### src/ufpc_pkg.sv
// Shared types and constants for the union-find path compression unit.
package ufpc_pkg;

    localparam int ElemW  = 10;
    localparam int TdataW = 24;

    typedef logic [ElemW-1:0] t_elem;

    typedef enum logic [3:0] {
        S_CLEAR,
        S_IDLE,
        S_WALK_START,
        S_WALK,
        S_COMP_START,
        S_COMP,
        S_PHASE_END,
        S_LINK,
        S_DONE
    } t_state;

    typedef enum logic [3:0] {
        OP_NONE,
        OP_CLEAR,
        OP_LOAD,
        OP_WALK_START,
        OP_WALK_STEP,
        OP_COMP_START,
        OP_COMP_STEP,
        OP_LINK,
        OP_OUT
    } t_op;

    typedef struct packed {
        t_op  op;
        logic sel_b;
    } t_cmd;

    typedef struct packed {
        logic clr_last;
        logic walk_start_end;
        logic walk_end;
        logic comp_start_end;
        logic comp_end;
        logic req_join;
        logic out_busy;
    } t_status;

endpackage

### src/ufpc_ctrl.sv
// Controller state machine: sequences clear, walk, compress and link steps.
module ufpc_ctrl (
    input  logic              i_clk,
    input  logic              i_rst_n,
    input  logic              i_s_tvalid,
    output logic              o_s_tready,
    input  ufpc_pkg::t_status i_status,
    output ufpc_pkg::t_cmd    o_cmd
);

    ufpc_pkg::t_state r_state, n_state;
    logic             r_sel_b, n_sel_b;

    always_ff @(posedge i_clk) begin
        if (!i_rst_n) begin
            r_state <= ufpc_pkg::S_CLEAR;
            r_sel_b <= 1'b0;
        end else begin
            r_state <= n_state;
            r_sel_b <= n_sel_b;
        end
    end

    // Next state
    always_comb begin
        n_state = r_state;
        n_sel_b = r_sel_b;
        unique case (r_state)
            ufpc_pkg::S_CLEAR: begin
                if (i_status.clr_last) begin
                    n_state = ufpc_pkg::S_IDLE;
                end
            end
            ufpc_pkg::S_IDLE: begin
                if (i_s_tvalid) begin
                    n_sel_b = 1'b0;
                    n_state = ufpc_pkg::S_WALK_START;
                end
            end
            ufpc_pkg::S_WALK_START: begin
                n_state = i_status.walk_start_end ? ufpc_pkg::S_COMP_START
                                                  : ufpc_pkg::S_WALK;
            end
            ufpc_pkg::S_WALK: begin
                if (i_status.walk_end) begin
                    n_state = ufpc_pkg::S_COMP_START;
                end
            end
            ufpc_pkg::S_COMP_START: begin
                n_state = i_status.comp_start_end ? ufpc_pkg::S_PHASE_END
                                                  : ufpc_pkg::S_COMP;
            end
            ufpc_pkg::S_COMP: begin
                if (i_status.comp_end) begin
                    n_state = ufpc_pkg::S_PHASE_END;
                end
            end
            ufpc_pkg::S_PHASE_END: begin
                if (r_sel_b) begin
                    n_state = ufpc_pkg::S_LINK;
                end else if (i_status.req_join) begin
                    n_sel_b = 1'b1;
                    n_state = ufpc_pkg::S_WALK_START;
                end else begin
                    n_state = ufpc_pkg::S_DONE;
                end
            end
            ufpc_pkg::S_LINK: begin
                n_state = ufpc_pkg::S_DONE;
            end
            ufpc_pkg::S_DONE: begin
                if (!i_status.out_busy) begin
                    n_state = ufpc_pkg::S_IDLE;
                end
            end
            default: begin
                n_state = ufpc_pkg::S_IDLE;
            end
        endcase
    end

    // Outputs
    always_comb begin
        o_cmd.op    = ufpc_pkg::OP_NONE;
        o_cmd.sel_b = r_sel_b;
        o_s_tready  = 1'b0;
        unique case (r_state)
            ufpc_pkg::S_CLEAR:      o_cmd.op = ufpc_pkg::OP_CLEAR;
            ufpc_pkg::S_IDLE: begin
                o_s_tready = 1'b1;
                if (i_s_tvalid) begin
                    o_cmd.op = ufpc_pkg::OP_LOAD;
                end
            end
            ufpc_pkg::S_WALK_START: o_cmd.op = ufpc_pkg::OP_WALK_START;
            ufpc_pkg::S_WALK:       o_cmd.op = ufpc_pkg::OP_WALK_STEP;
            ufpc_pkg::S_COMP_START: o_cmd.op = ufpc_pkg::OP_COMP_START;
            ufpc_pkg::S_COMP:       o_cmd.op = ufpc_pkg::OP_COMP_STEP;
            ufpc_pkg::S_PHASE_END:  o_cmd.op = ufpc_pkg::OP_NONE;
            ufpc_pkg::S_LINK:       o_cmd.op = ufpc_pkg::OP_LINK;
            ufpc_pkg::S_DONE: begin
                if (!i_status.out_busy) begin
                    o_cmd.op = ufpc_pkg::OP_OUT;
                end
            end
            default:                o_cmd.op = ufpc_pkg::OP_NONE;
        endcase
    end

endmodule

### config.mk
export PLATFORM = sky130hd
export DESIGN_NAME = ufpc_ctrl
export DESIGN_NICKNAME = d
export VERILOG_FILES = /design/src/ufpc_pkg.sv /design/src/ufpc_ctrl.sv
export SDC_FILE = /design/constraint.sdc
export NUM_CORES = 1
export LEC_CHECK = 0
export BUFFER_PORTS_ARGS = -buffer_cell sky130_fd_sc_hd__buf_2
export CORE_AREA = 2 2 39 41
export DETAILED_ROUTE_END_ITERATION = 7
export DIE_AREA = 0 0 41 43
export SLEW_MARGIN = 15
export SYNTH_ARGS = -nofsm -noshare
export SYNTH_HDL_FRONTEND = slang
export SYNTH_SLANG_ARGS = --single-unit
### constraint.sdc
create_clock -name i_clk -period 3.25 [get_ports i_clk]
set_input_delay 0.325 -clock i_clk [delete_from_list [all_inputs] [get_ports i_clk]]
set_output_delay 0.325 -clock i_clk [all_outputs]
set_load 0.03 [all_outputs]
==> results of run 1 <==
## sequential cells by signal (all words and copies together) (netlist names)
register / count
r_sel_b: 1
r_state: 4
## per-stage QoR
stage	power [uW]	instances	worst slack (ps)
finish	260.1	84	1429
floorplan	166.3	54	1559
detailed placement	188.1	80	1673
global placement	187.3	80	1699
global route	279.2	84	1312
CTS	262.8	84	1408
## synthesized netlist by cell type (all sizes together) (2+ instances only)
cell type / n / area (um^2)
a21oi: 3 / 15.01
and2b: 2 / 16.27
buf: 4 / 28.78
dfxtp: 5 / 100.1
inv: 5 / 18.77
nand2: 3 / 11.26
nand2b: 2 / 12.51
nand3: 2 / 10.01
nor2: 5 / 18.77
nor2b: 2 / 12.51
nor3: 2 / 10.01
## cells in the final DEF (no fill, tap or decap), types with 2 or more instances in the layout
| cell | synthesis | final |
|---|---|---|
| inv_1 | 5 | 5 |
| dfxtp_1 | 5 | 5 |
| nor3_1 | 2 | 2 |
| nor2_1 | 5 | 5 |
| clkbuf_4 | 0 | 3 |
| buf_2 | 2 | 15 |
| a21oi_1 | 3 | 3 |
| nand2_1 | 3 | 3 |
| nor2b_1 | 2 | 2 |
| nand3_1 | 2 | 2 |
| nand2b_1 | 2 | 2 |
## worst max-delay path: cells and delay by family (launching register included)
family | cells | cell delay, ps
flops | 1 | 550
simple gates | 3 | 490
buf+inv | 1 | 220
## layer usage
layer | GRT usage, % | wire length (um)
met1 | 16.03 | 472
met2 | 17.50 | 437
met3 | 3.665 | 61
met4 | 6.000 | 0
met5 | 0 | 0
## cell type report
type | instances | share of cell area (%)
multi-input cells | 39 | 53.28
flip-flops and latches | 5 | 19.46
repair buffers | 15 | 14.60
clock buffers | 4 | 5.109
well taps | 16 | 3.893
inverters | 5 | 3.650
## power by group
| group | internal, uW | switching [uW] | leakage [uW] |
|---|---|---|---|
| Clock | 46.4 | 25.8 | 0.0000150 |
| Combinational | 41.0 | 56.4 | 0.000161 |
| Sequential | 67.8 | 22.7 | 0.0000408 |
## logic make-up after synthesis
| kind of cell | count (synthesis) | share of synthesized area, % |
|---|---|---|
| simple gates | 20 | 26.47 |
| mux | 2 | 5.881 |
| compound gates | 16 | 30.00 |
| flops | 5 | 23.53 |
| xor+xnor | 1 | 2.059 |
| buf+inv | 10 | 12.06 |
## final timing paths
path | startpoint | end | cells after the start
max | r_state[1] | o_cmd[2] | 4
min | i_rst_n | r_sel_b | 2
max reg2reg | r_state[2] | r_state[0] | 3
min reg2reg | r_sel_b | r_sel_b | 3
==> reports/metrics.yaml, run 1 <==
r2r_setup_slack_ps: 1730
grt_pass1_wl_um: 1476
syn_inst: 54
final_area_um2: 514.2
grt-ovfl-total: 0
num_io_pins: 16
synth_ff_type: "dfxtp_1"
slew_headroom_pct: 64.48
post-route-drc-count: 0
drtAntennaViolNets: 0
tightest_slew_ps: 532.1
via_count: 428
max_stage_delay_ps: 550
routed_wl_um: 971
die-area_um2: 1763
timing.hold.ws_ps: 344.6
cp-end-kind: "primary output"
grt_pass1_vias: 344
cp_slowest_cell: "dfxtp_1"
min-delay-path-class: "in2reg"
placementRows: 14
clk_latency_ps: 240
timing.fmax_ghz: 0.5492
syn_to_final_growth_pct: 20.88
p_leak_uw: 0.0002171
cts_tree: "yes"
initialDrtViolationCount: 19
gp_congestion: 0.8304
post-route-period-util_pct: 56.03
drive_gt1_share_pct: 32.35
synthDistinctLibCells: 33
die_h_um: 43
multi_input_area_um2: 274.0
crit_chain: "and2b_2, nor2_1, nor3_1, buf_2"
post_cts_buffers: 0
first_pass_iters: 4
setup_violations: 0
fin_crit_ps: 1821
ir_worst_vdd_v: 0.0002164
synth_fp_nets: 64
start_util_pct: 30.74
nFillCells: 150
cts_sinks: 5
cts_hold_buf: 0
dp_hpwl_um: 733.7
ys_ff_latch: 5
criticalPathCategory: "reg2out"
antenna_found_initial: 0
ys_seq_area_share_pct: 23.53
core_area_um2: 1384
io_buffers: 15
cts_root_buf: "clkbuf_4"
grt_start_max_net_pins: 18
synth_warnings: 0
crit_path_start_kind: "flop"
postLayoutCoreUtil_pct: 37.16
worstPathRequired_ps: 2920
synthesis.area_um2: 425.4
slew_violations: 0
synth_edf_count: 0
clock-skew-final_ps: 0.4733
fin_nets: 79
powerDensity_nw_per_um2: 505.8
insertedDiodeCount: 0
via_per_inst: 5.095
cp_max_fo: 10
async_flop_share_pct: 0
cts_buffers: 3
place_area_um2: 488.0
cts_htree_levels: 1
clkTransAtPathRegs_ps: 50
track_usage_pct: 12.24
rsz0062_at_grt: "false"
syn_area_per_cell_um2: 7.878
cts_max_path_buffers: 2
cap_violations: 0
post_cts_resized: 0
outcome: "complete, no violations"
critPathArrivalTime_ps: 1500
fin_setup_tns_ps: 0
wire_per_inst_um: 11.56
hold_viol_final: 0
regArea_um2: 100.1
die_w_um: 41
(Power assumes the default switching activity.)
==> run 2: changes to the inputs <==
Clock period 3.25 ns to 1.7 ns, I/O delays scaled along.
==> run 2 against run 1 <==
Power rose by 94%. Highest routed layer is now met4. Design area rose by 0.73%. Hold slack got worse by 150 ps. Non-clock buffer count stayed put. Critical path type unchanged. Utilization up 0.27 points. Critical endpoint is now o_cmd[4].
==> reports/metrics.yaml, run 2 (synthesized netlist as in run 1, its figures left out) <==
post-route-drc-count: 0  # unchanged
hold_viol_final: 0  # unchanged
place_ws_ps: 251.0  # -1422 ps
crit_chain: "nor3_1, nand2_1, nor2_1, buf_2"
critPathTopFamily: "simple AND/OR/NAND/NOR gates"
drive_gt1_share_pct: 36.76  # +4.4 points
post-route-period-util_pct: 89.63
layout_commonest_cell: "buf_2"
cts_buffers: 3  # unchanged
cp_num_cells: 4  # unchanged
die_w_um: 41  # unchanged
criticalPathCategory: "reg2out"
tightest_slew_ps: 447.0  # -85.14 ps
slew_violations: 0  # unchanged
setup_ws_ps: 176.3  # -1253 ps
wire_per_inst_um: 10.98  # -5.0%
antenna_found_initial: 0  # unchanged
clk_latency_ps: 250  # about the same
stdcell_count: 84  # unchanged
r2r_end: "r_state[0]"
fin_crit_ps: 1524
p_total_uw: 503.9  # +94%
cp_slowest_cell: "dfxtp_2"
cts_sinks: 5  # unchanged
fin_setup_tns_ps: 0  # unchanged
timing.hold.ws_ps: 189.6  # -155.0 ps
r2r-start: "r_state[2]"
cp_max_fo: 17  # +7
regMostFlops: "r_state"
routed_wl_um: 922  # -5.0%
p_leak_uw: 0.0002182  # +0.51%
worstPathRequired_ps: 1530  # -1390 ps
die_h_um: 43  # unchanged
regArea_um2: 103.9  # +3.8%
rsz0062_at_grt: "false"
nFillCells: 152  # +1.3%
cp-end-kind: "primary output"
cts_hold_buf: 0  # unchanged
ir_worst_vdd_v: 0.0002516  # +16%
core_area_um2: 1384  # unchanged
insertedDiodeCount: 0  # unchanged
placementRows: 14  # unchanged
critPathArrivalTime_ps: 1350  # -150 ps
dp_hpwl_um: 699.9  # -4.6%
clock-skew-final_ps: 1.139  # +0.6653 ps
dp.cells: 80  # unchanged
io_buffers: 15  # unchanged
clkTransAtPathRegs_ps: 40  # about the same
track_usage_pct: 12.98  # +0.74 points
cts_tree: "yes"
num_io_pins: 16  # unchanged
drtAntennaViolNets: 0  # unchanged
setup_violations: 0  # unchanged
grt_pass1_vias: 358  # +4.1%
min-delay-path-class: "in2reg"
grt_start_max_net_pins: 18  # unchanged
gp_congestion: 0.8363  # +0.71%
powerDensity_nw_per_um2: 972.9  # +92%
outcome: "complete, no violations"
crit_path_start: "r_state[0]"
min_from: "i_rst_n"
multi_input_area_um2: 274.0  # unchanged
r2r_setup_slack_ps: 370  # -1360 ps
initialDrtViolationCount: 5  # -14
path_buf_inv: 1  # unchanged
reg_top3: "r_state x4, r_sel_b x1"
via_per_inst: 5.131  # +0.70%
cap_violations: 0  # unchanged
largest_reg_flops: 4  # unchanged
cts_htree_levels: 1  # unchanged
timing.fmax_ghz: 0.6563
post_cts_resized: 0  # unchanged
slew_headroom_pct: 69.43  # +5.0 points
max_stage_delay_ps: 400  # -150 ps
start_util_pct: 30.74  # unchanged
r2r_cells: 3  # unchanged
grt-ovfl-total: 0  # unchanged
cts_max_path_buffers: 2  # unchanged
min_to: "r_state[0]"
first_pass_iters: 3  # -1
cts_root_buf: "clkbuf_4"
fin_nets: 79  # unchanged
min_path_cells: 2  # unchanged
mostFrequentLayoutCells: "15 x buf_2, 5 x nor2_1, 5 x inv_1"
post_cts_buffers: 0  # unchanged
via_count: 431  # +0.70%
syn_to_final_growth_pct: 21.76
crit_path_start_kind: "flop"
die-area_um2: 1763  # unchanged
grt_pass1_wl_um: 1490  # +0.95%
run 2: layout make-up:
cell class	instances	share of cell area [%]
multi-input combinational	39	52.90
sequential	5	20.05
timing repair buffer	15	14.49
clock buffer	4	5.072
tap	16	3.865
inverter	5	3.623
run 2: worst reg2reg max path, delay by kind of cell (launching register included):
kind / cells / cell delay, ps
AOI/OAI and AO/OA: 2 / 500
DFF: 1 / 450
and+or+nand+nor: 1 / 270
run 2: routing by layer:
| metal | global-route usage (%) | routed length, um |
|---|---|---|
| met5 | 0 | 0 |
| met4 | 12.00 | 35 |
| met3 | 3.141 | 51 |
| met2 | 17.50 | 414 |
| met1 | 15.86 | 420 |
run 2: worst max-delay path by stage:
stage / to / slack (ps)
2_1_floorplan: r_sel_b / 120
3_3_place_gp: r_state[0] / 270
3_5_place_dp: r_state[0] / 250
4_1_cts: o_cmd[2] / 40
5_1_grt: o_cmd[4] / 70
6_report: o_cmd[4] / 180
run 2: through the flow:
stage	utilization (%)	cell area, um^2
final	37.43	518.0
after global routing	37.43	518.0
after CTS	37.16	514.2
after detailed placement	35.26	488.0
after global placement	35.26	488.0
after floorplan	-	425.4
run 2: power breakdown:
group	internal, uW	switching [uW]
Combinational	78.2	106
Sequential	132	41.5
Clock	89.2	56.3
Total	300	204
